<file path="config.mk">
export PLATFORM = sky130hd
export DESIGN_NAME = hermite_polynomial_series_unit
export DESIGN_NICKNAME = d
export VERILOG_FILES = /design/src/hps_pkg.sv /design/src/hermite_polynomial_series_unit.sv /design/src/hps_ctrl.sv /design/src/hps_datapath.sv
export SDC_FILE = /design/constraint.sdc
export NUM_CORES = 2
export LEC_CHECK = 0
export BUFFER_PORTS_ARGS = -buffer_cell sky130_fd_sc_hd__buf_4
export CAP_MARGIN = 15
export CORE_ASPECT_RATIO = 1.25
export CORE_UTILIZATION = 40
export CTS_BUF_LIST = sky130_fd_sc_hd__clkbuf_16
export CTS_CLUSTER_DIAMETER = 100
export DETAILED_ROUTE_END_ITERATION = 8
export GPL_TIMING_DRIVEN = 0
export SYNTH_ARGS = -nofsm -noshare
export SYNTH_HDL_FRONTEND = slang
export SYNTH_SLANG_ARGS = --single-unit
</file>
<file path="constraint.sdc">
create_clock -name clock -period 15.5 [get_ports clock]
set_input_delay 3.1 -clock clock [delete_from_list [all_inputs] [get_ports clock]]
set_output_delay 3.1 -clock clock [all_outputs]
set_load 0.005 [all_outputs]
</file>
<file path="src/hps_pkg.sv">
package hps_pkg;

   // Result word format
   localparam int VAL_W   = 64;
   localparam int X_W     = 32;
   localparam int DEG_W   = 4;
   // Shared multiplier operand and product widths
   localparam int MUL_W   = 33;
   localparam int PROD_W  = 2 * MUL_W;
   // Accumulated x * He_(d-1) product, and the exact d * He_(d-1) product
   localparam int ACC_W   = PROD_W + 32;
   localparam int SLOPE_W = VAL_W + DEG_W + 2;
   localparam int DIFF_W  = ACC_W + 1;

   localparam logic [VAL_W-1:0] ONE_Q32 = 64'h0000_0001_0000_0000;
   localparam logic [VAL_W-1:0] SAT_MAX = 64'h7FFF_FFFF_FFFF_FFFF;
   localparam logic [VAL_W-1:0] SAT_MIN = 64'h8000_0000_0000_0000;

   typedef enum logic [2:0] {
      ST_IDLE,
      ST_EMIT,
      ST_MUL_LO,
      ST_MUL_HI,
      ST_COMBINE
   } hps_state_type;

   typedef enum logic [2:0] {
      OP_NONE,
      OP_LOAD,
      OP_FIRST,
      OP_INC,
      OP_MUL_LO,
      OP_MUL_HI,
      OP_COMBINE
   } hps_op_type;

   typedef struct packed {
      hps_op_type op;
   } hps_ctrl_type;

   typedef struct packed {
      logic last;
      logic deg_zero;
   } hps_status_type;

   // Clamp a wide signed value to 64 bits; the top bit of the result flags clamping
   function automatic logic [VAL_W:0] sat64(input logic signed [DIFF_W-1:0] a);
      logic fits;
      fits = (&a[DIFF_W-1:VAL_W-1]) | ~(|a[DIFF_W-1:VAL_W-1]);
      if (fits) begin
         sat64 = {1'b0, a[VAL_W-1:0]};
      end else if (a[DIFF_W-1]) begin
         sat64 = {1'b1, SAT_MIN};
      end else begin
         sat64 = {1'b1, SAT_MAX};
      end
   endfunction

endpackage

</file>
<file path="src/hermite_polynomial_series_unit.sv">
// Probabilists' Hermite series unit: one request carries a point x (signed, X_FRAC_BITS
// fraction bits) and a top degree T (clamped to MAX_DEGREE); the unit answers with T+1
// responses for degrees 0..T in rising order, each holding He_d(x) and d*He_(d-1)(x) in
// signed Q32.32, saturated, with a sticky overflow flag and a last-of-run mark. Degree 0
// is answered from the load and degree 1 from one first step; every later degree runs three
// working steps (low half and high half of x*He_(d-1) on one shared 33x33 multiplier, then
// rescale, subtract and clamp) before its response. A new request is taken in the cycle
// after the last response.
module hermite_polynomial_series_unit
   import hps_pkg::*;
#(
   parameter int MAX_DEGREE  = 15,
   parameter int X_FRAC_BITS = 16
)
(
   input  logic                    clock,
   input  logic                    reset,
   input  logic                    req_valid,
   output logic                    req_stall,
   input  logic signed [X_W-1:0]   req_x_value,
   input  logic [DEG_W-1:0]        req_top_degree,
   output logic                    rsp_valid,
   input  logic                    rsp_stall,
   output logic [DEG_W-1:0]        rsp_degree_index,
   output logic signed [VAL_W-1:0] rsp_poly_value,
   output logic signed [VAL_W-1:0] rsp_poly_slope,
   output logic                    rsp_overflow_seen,
   output logic                    rsp_last_of_run
);

   hps_ctrl_type   ctrl;
   hps_status_type status;

   hps_ctrl u_ctrl (
      .clock     (clock),
      .reset     (reset),
      .req_valid (req_valid),
      .req_stall (req_stall),
      .rsp_valid (rsp_valid),
      .rsp_stall (rsp_stall),
      .status    (status),
      .ctrl      (ctrl)
   );

   hps_datapath #(
      .MAX_DEGREE  (MAX_DEGREE),
      .X_FRAC_BITS (X_FRAC_BITS)
   ) u_datapath (
      .clock             (clock),
      .ctrl              (ctrl),
      .status            (status),
      .req_x_value       (req_x_value),
      .req_top_degree    (req_top_degree),
      .rsp_degree_index  (rsp_degree_index),
      .rsp_poly_value    (rsp_poly_value),
      .rsp_poly_slope    (rsp_poly_slope),
      .rsp_overflow_seen (rsp_overflow_seen),
      .rsp_last_of_run   (rsp_last_of_run)
   );

   // No request is taken while a response is pending
   a_busy_while_valid: assert property (@(posedge clock) disable iff (reset)
      rsp_valid |-> req_stall)
      else $error("request accepted while a response is pending");

   // The run ends after its last response
   a_run_ends: assert property (@(posedge clock) disable iff (reset)
      (rsp_valid && !rsp_stall && rsp_last_of_run) |=> (!rsp_valid && !req_stall))
      else $error("unit still busy after last response");

   // Degrees rise by one per response
   a_degree_step: assert property (@(posedge clock) disable iff (reset)
      (rsp_valid && !rsp_stall && !rsp_last_of_run)
      |=> (rsp_degree_index == $past(rsp_degree_index) + DEG_W'(1)))
      else $error("degree did not advance by one");

   // Overflow stays raised for the rest of the run
   a_overflow_sticky: assert property (@(posedge clock) disable iff (reset)
      (rsp_valid && !rsp_stall && !rsp_last_of_run && rsp_overflow_seen)
      |=> rsp_overflow_seen)
      else $error("overflow flag dropped inside a run");

endmodule

</file>
<file path="src/hps_ctrl.sv">
module hps_ctrl
   import hps_pkg::*;
(
   input  logic           clock,
   input  logic           reset,
   input  logic           req_valid,
   output logic           req_stall,
   output logic           rsp_valid,
   input  logic           rsp_stall,
   input  hps_status_type status,
   output hps_ctrl_type   ctrl
);

   hps_state_type state_ff, state_in;

   // Hold the sequencer state
   always_ff @(posedge clock) begin
      if (reset) begin
         state_ff <= ST_IDLE;
      end else begin
         state_ff <= state_in;
      end
   end

   // Advance through the per-degree steps
   always_comb begin
      state_in = state_ff;
      unique case (state_ff)
         ST_IDLE: begin
            if (req_valid) state_in = ST_EMIT;
         end
         ST_EMIT: begin
            if (!rsp_stall) begin
               if (status.last) state_in = ST_IDLE;
               else if (status.deg_zero) state_in = ST_EMIT;
               else state_in = ST_MUL_LO;
            end
         end
         ST_MUL_LO:  state_in = ST_MUL_HI;
         ST_MUL_HI:  state_in = ST_COMBINE;
         ST_COMBINE: state_in = ST_EMIT;
         default:    state_in = ST_IDLE;
      endcase
   end

   // Drive handshake and datapath operation
   always_comb begin
      req_stall = 1'b1;
      rsp_valid = 1'b0;
      ctrl.op   = OP_NONE;
      unique case (state_ff)
         ST_IDLE: begin
            req_stall = 1'b0;
            if (req_valid) ctrl.op = OP_LOAD;
         end
         ST_EMIT: begin
            rsp_valid = 1'b1;
            if (!rsp_stall && !status.last) begin
               ctrl.op = status.deg_zero ? OP_FIRST : OP_INC;
            end
         end
         ST_MUL_LO:  ctrl.op = OP_MUL_LO;
         ST_MUL_HI:  ctrl.op = OP_MUL_HI;
         ST_COMBINE: ctrl.op = OP_COMBINE;
         default:    ctrl.op = OP_NONE;
      endcase
   end

endmodule

</file>
<file path="src/hps_datapath.sv">
module hps_datapath
   import hps_pkg::*;
#(
   parameter int MAX_DEGREE  = 15,
   parameter int X_FRAC_BITS = 16
)
(
   input  logic                    clock,
   input  hps_ctrl_type            ctrl,
   output hps_status_type          status,
   input  logic signed [X_W-1:0]   req_x_value,
   input  logic [DEG_W-1:0]        req_top_degree,
   output logic [DEG_W-1:0]        rsp_degree_index,
   output logic signed [VAL_W-1:0] rsp_poly_value,
   output logic signed [VAL_W-1:0] rsp_poly_slope,
   output logic                    rsp_overflow_seen,
   output logic                    rsp_last_of_run
);

   logic signed [X_W-1:0]     x_ff;
   logic [DEG_W-1:0]          top_ff, deg_ff, top_in;
   logic signed [VAL_W-1:0]   value_ff;
   logic signed [VAL_W-1:0]   slope_ff;
   logic signed [SLOPE_W-1:0] slope_ex_ff, slope_new_ff;
   logic signed [ACC_W-1:0]   acc_ff;
   logic                      ovf_ff, last_ff;

   logic signed [MUL_W-1:0]   mul_b;
   logic signed [PROD_W-1:0]  mul_p;
   logic signed [SLOPE_W-2:0] slope_prod;
   logic signed [ACC_W-1:0]   acc_sh;
   logic signed [DIFF_W-1:0]  diff;
   logic [VAL_W:0]            val_sat, slope_sat;

   // Clamp the requested top degree
   assign top_in = (int'(req_top_degree) > MAX_DEGREE) ? DEG_W'(MAX_DEGREE) : req_top_degree;

   // Shared multiplier: low half of He_(d-1) unsigned, then high half signed
   assign mul_b = (ctrl.op == OP_MUL_HI) ? {value_ff[VAL_W-1], value_ff[VAL_W-1:32]}
                                         : {1'b0, value_ff[31:0]};
   assign mul_p = $signed({x_ff[X_W-1], x_ff}) * mul_b;

   // Exact d * He_(d-1), a narrow multiple
   assign slope_prod = $signed({1'b0, deg_ff}) * value_ff;

   // Rescale the product, subtract (d-1) * He_(d-2) and clamp
   assign acc_sh    = acc_ff >>> X_FRAC_BITS;
   assign diff      = {acc_sh[ACC_W-1], acc_sh}
                      - {{(DIFF_W-SLOPE_W){slope_ex_ff[SLOPE_W-1]}}, slope_ex_ff};
   assign val_sat   = sat64(diff);
   assign slope_sat = sat64({{(DIFF_W-SLOPE_W){slope_new_ff[SLOPE_W-1]}}, slope_new_ff});

   // Run the selected step
   always_ff @(posedge clock) begin
      case (ctrl.op)
         OP_LOAD: begin
            x_ff     <= req_x_value;
            top_ff   <= top_in;
            deg_ff   <= '0;
            value_ff <= ONE_Q32;
            slope_ff <= '0;
            ovf_ff   <= 1'b0;
            last_ff  <= (top_in == '0);
         end
         OP_FIRST: begin
            deg_ff      <= DEG_W'(1);
            value_ff    <= {{(VAL_W-X_W){x_ff[X_W-1]}}, x_ff} << (32 - X_FRAC_BITS);
            slope_ff    <= ONE_Q32;
            slope_ex_ff <= SLOPE_W'(ONE_Q32);
            last_ff     <= (top_ff == DEG_W'(1));
         end
         OP_INC: begin
            deg_ff <= deg_ff + DEG_W'(1);
         end
         OP_MUL_LO: begin
            acc_ff       <= {{(ACC_W-PROD_W){mul_p[PROD_W-1]}}, mul_p};
            slope_new_ff <= {slope_prod[SLOPE_W-2], slope_prod};
         end
         OP_MUL_HI: begin
            acc_ff <= acc_ff + {mul_p, 32'b0};
         end
         OP_COMBINE: begin
            value_ff    <= val_sat[VAL_W-1:0];
            slope_ff    <= slope_sat[VAL_W-1:0];
            slope_ex_ff <= slope_new_ff;
            ovf_ff      <= ovf_ff | val_sat[VAL_W] | slope_sat[VAL_W];
            last_ff     <= (deg_ff == top_ff);
         end
         default: begin
         end
      endcase
   end

   assign status.last       = last_ff;
   assign status.deg_zero   = (deg_ff == '0);
   assign rsp_degree_index  = deg_ff;
   assign rsp_poly_value    = value_ff;
   assign rsp_poly_slope    = slope_ff;
   assign rsp_overflow_seen = ovf_ff;
   assign rsp_last_of_run   = last_ff;

endmodule

</file>
==> results.yml <==
cells_and_area:
  leading_cell_type_in_the_layout_fill_and_taps_excluded: "sky130_fd_sc_hd__inv_1"
  finalNetCount: 9586
  final_cell_count_no_fill: 10200
  area.growth.synth_to_final_pct: 8.94
  final_cell_mix: "1355 x sky130_fd_sc_hd__inv_1, 1243 x sky130_fd_sc_hd__fa_1, 985 x sky130_fd_sc_hd__nand2_1"
  drive_above_1_share_pct: 4.27
cts:
  tritoncts_num_sinks: 393
  clock_insertion_delay_worst_skew_ps: 710
  tritoncts: "done"
  h-tree-depth: 2
  cts.hold.buffers_added: 0
  clock-root-buffer: "sky130_fd_sc_hd__clkbuf_16"
  longest_clk_path_bufs: 3
  cts_repair_resize_count: 0
  post-cts-setup-buffers: 0
  clock_slew_at_the_register_clock_pins_of_the_worst_setup_and_hold_paths_ps: 70
  cts_made_buffers: 50
sta:
  fin_hold_ws_ps: 597
  finalClockSkew_ps: 64.7
  setup_slack_ps: 486
  finalHoldViolations: 0
  timing.max_slew.rel_slack_pct: 13.5
  max_freq_mhz: 66.6
  rsz0062_at_grt: "false"
  worst_max_slew_pin_slew_ps: 1300
  finalMaxSlewViolations: 0
  totalNegativeSetupSlack_ps: 0
  finalCriticalPeriod_ps: 15010
  finalSetupViolations: 0
  min_period_over_period_pct: 96.9
critical_path:
  cp_common_cell: "sky130_fd_sc_hd__fa_1"
  reg2reg_setup_slack_ps: 490
  startpoint_class: "flop"
  critPathLaunch: "u_ctrl.state_ff[2]"
  endpoint_kind: "flop"
  worstReg2RegStart: "u_ctrl.state_ff[2]"
  criticalPathCategory: "flop to flop"
  crit_buf_inv: 5
  endpoint: "u_datapath.acc_ff[96]"
  critical_path.slowest_cell: "sky130_fd_sc_hd__a221oi_1"
  critPathTopFamily: "adder cells"
  max_stage_delay_ps: 840
  critical_path_fanouts_max: 12
  worstReg2RegEnd: "u_datapath.acc_ff[96]"
  critPathRequiredTime_ps: 15880
  worstSetupPathDepth: 40
  worst_ep_arrival_time_ps: 15390
  r2r.worst_path.cells: 40
logic_synthesis:
  leading_register_cell_type_out_of_synthesis: "sky130_fd_sc_hd__edfxtp_1"
  synth-seq-cells: 393
  postSynthCellCount: 7585
  post_synth_instance_area_um2: 70300
  synth_nets: 9340
  synth_sequential_area_ratio_pct: 16.7
  synth_cell_types: 88
  syn_area_per_cell_um2: 9.27
  yosys_warnings: 0
  synthArstFlopShare_pct: 0
  synth_edf_count: 390
floorplanning:
  ioPinCount: 176
  placement_rows: 171
  fp.dieW_um: 377
  die_area_um2: 178000
  floorplan.core_area_um2: 174000
  dieHeight_um: 471
  initial_utilization_pct: 40.4
drt:
  vias: 55700
  detail-route-antenna-nets: 0
  drt_pass1_iterations: 8
  drt-wirelength-per-cell_um: 25.4
  remaining_drc_errors: 0
  route.final.wire_length_mm: 259
  initialDrtViolationCount: 4649
  via_per_inst: 5.46
global_route:
  grt_max_degree: 36
  grt_pass1_vias: 58200
  grt_pass1_wl_mm: 382
  global_route.usage.total_pct: 29.4
  grt_remaining_overflow: 0
  initial_antenna_violation_count: 26
place:
  placedCellCount: 10100
  hpwl_mm: 221
  port_buffers: 175
  routabilityCongestion: 1.01
  place_worst_setup_slack_ps: 848
job:
  drv.max_cap_violation_count: 0
outcome:
  outcome: "finished clean"
worst_hold_path:
  hold_path_class: "flop to flop"
[worst min path at each step]
stage                     slack, ps                    endpoint  cells past startpoint                        start
final                           600  u_datapath.slope_ex_ff[59]                      1  u_datapath.slope_new_ff[59]
after global routing            620  u_datapath.slope_ex_ff[56]                      1  u_datapath.slope_new_ff[56]
after CTS                       600  u_datapath.slope_ex_ff[56]                      1  u_datapath.slope_new_ff[56]
after detailed placement        580  u_datapath.slope_ex_ff[50]                      1  u_datapath.slope_new_ff[50]
after global placement          580  u_datapath.slope_ex_ff[50]                      1  u_datapath.slope_new_ff[50]
after floorplan                 510  u_datapath.slope_ex_ff[32]                      1  u_datapath.slope_new_ff[32]
[Yosys cell counts, types with 7 or more instances]
library cell,instances,area [um2]
sky130_fd_sc_hd__buf_1,19,71.3
sky130_fd_sc_hd__mux2_2,7,78.8
sky130_fd_sc_hd__nand4_1,65,407
sky130_fd_sc_hd__a2111oi_0,9,78.8
sky130_fd_sc_hd__a31oi_1,45,282
sky130_fd_sc_hd__o21bai_1,46,345
sky130_fd_sc_hd__a31o_2,7,61.3
sky130_fd_sc_hd__nand3_1,62,310
sky130_fd_sc_hd__nor3_1,55,275
sky130_fd_sc_hd__and3_1,98,613
sky130_fd_sc_hd__xnor2_1,172,1510
sky130_fd_sc_hd__nor4_1,15,93.8
sky130_fd_sc_hd__a21oi_1,348,1740
sky130_fd_sc_hd__a211o_1,11,96.3
sky130_fd_sc_hd__o22ai_1,12,75.1
sky130_fd_sc_hd__a221o_1,33,330
sky130_fd_sc_hd__edfxtp_1,390,11700
sky130_fd_sc_hd__o21ai_0,224,1120
sky130_fd_sc_hd__nor3b_1,8,60.1
sky130_fd_sc_hd__a211oi_1,27,203
sky130_fd_sc_hd__nor2_1,218,818
sky130_fd_sc_hd__fa_1,1243,24900
sky130_fd_sc_hd__o21a_1,38,285
sky130_fd_sc_hd__nand2_1,985,3700
sky130_fd_sc_hd__inv_1,1352,5070
sky130_fd_sc_hd__or3_1,12,75.1
sky130_fd_sc_hd__and4_1,7,61.3
sky130_fd_sc_hd__ha_1,472,5910
sky130_fd_sc_hd__or2_2,16,100
sky130_fd_sc_hd__nor2b_1,33,206
sky130_fd_sc_hd__a311o_1,21,210
sky130_fd_sc_hd__o31a_1,7,61.3
sky130_fd_sc_hd__o31ai_1,18,135
sky130_fd_sc_hd__nand2b_1,36,225
sky130_fd_sc_hd__and2_1,723,4520
sky130_fd_sc_hd__o211ai_1,8,60.1
sky130_fd_sc_hd__a21o_1,170,1280
sky130_fd_sc_hd__clkbuf_1,355,1330
sky130_fd_sc_hd__xor2_1,93,815
sky130_fd_sc_hd__a21boi_0,14,105
[cell families after synthesis]
kind of cell | count (synthesis) | share of synthesized area (%)
compound gates | 1107 | 10.1
xor+xnor | 265 | 3.30
fa+ha+maj | 1715 | 43.8
buf+inv | 1733 | 9.28
flops | 393 | 16.7
mux | 13 | 0.197
simple gates | 2359 | 16.6
[layout make-up]
cell class              instances  area, um2
fillers                     17200      97500
plain buffers                 381       1460
multi-input cells            5459      52100
flip-flops and latches        393      11800
clock inverters                40        392
well taps                    2335       2920
inverters                    1352       5070
repair buffers                194       1660
clock buffers                  50       1250
diodes                          8       20.0
[layer usage]
| metal | routed length (um) | track usage (%) |
|---|---|---|
| met1 | 95600 | 34.7 |
| met2 | 127000 | 50.1 |
| met3 | 17100 | 4.26 |
| met4 | 20000 | 18.7 |
| met5 | 29 | 0 |
[worst reg2reg max path: cells and delay by family, from the launching register on]
kind,cells,cell delay [ps]
adders and majority gates,10,5040
AOI/OAI and AO/OA,17,4730
buffers and inverters,5,2410
and+or+nand+nor,7,1720
DFF,1,490
xor gates and xnor gates,1,310
[through the flow]
| stage | utilization (%) | area [um2] |
|---|---|---|
| 6_report | 44.0 | 76600 |
| 5_1_grt | 44.0 | 76600 |
| 4_1_cts | 44.0 | 76600 |
| 3_5_place_dp | 43.0 | 75000 |
| 3_3_place_gp | 42.8 | 74600 |
| 2_1_floorplan | - | 70300 |
[sequential cells by signal, indices dropped and copies added (netlist names)]
signal / cells
u_datapath.acc_ff: 82
u_datapath.slope_ex_ff: 69
u_datapath.slope_new_ff: 69
u_datapath.rsp_poly_slope: 64
u_datapath.rsp_poly_value: 64
u_datapath.x_ff: 32
u_datapath.rsp_degree_index: 4
u_datapath.top_ff: 4
u_ctrl.state_ff: 3
u_datapath.rsp_last_of_run: 1
u_datapath.rsp_overflow_seen: 1
Power is left out: the tool's default activity adds up to more than one toggle a clock period on the data nets, which glitch-free logic cannot reach.
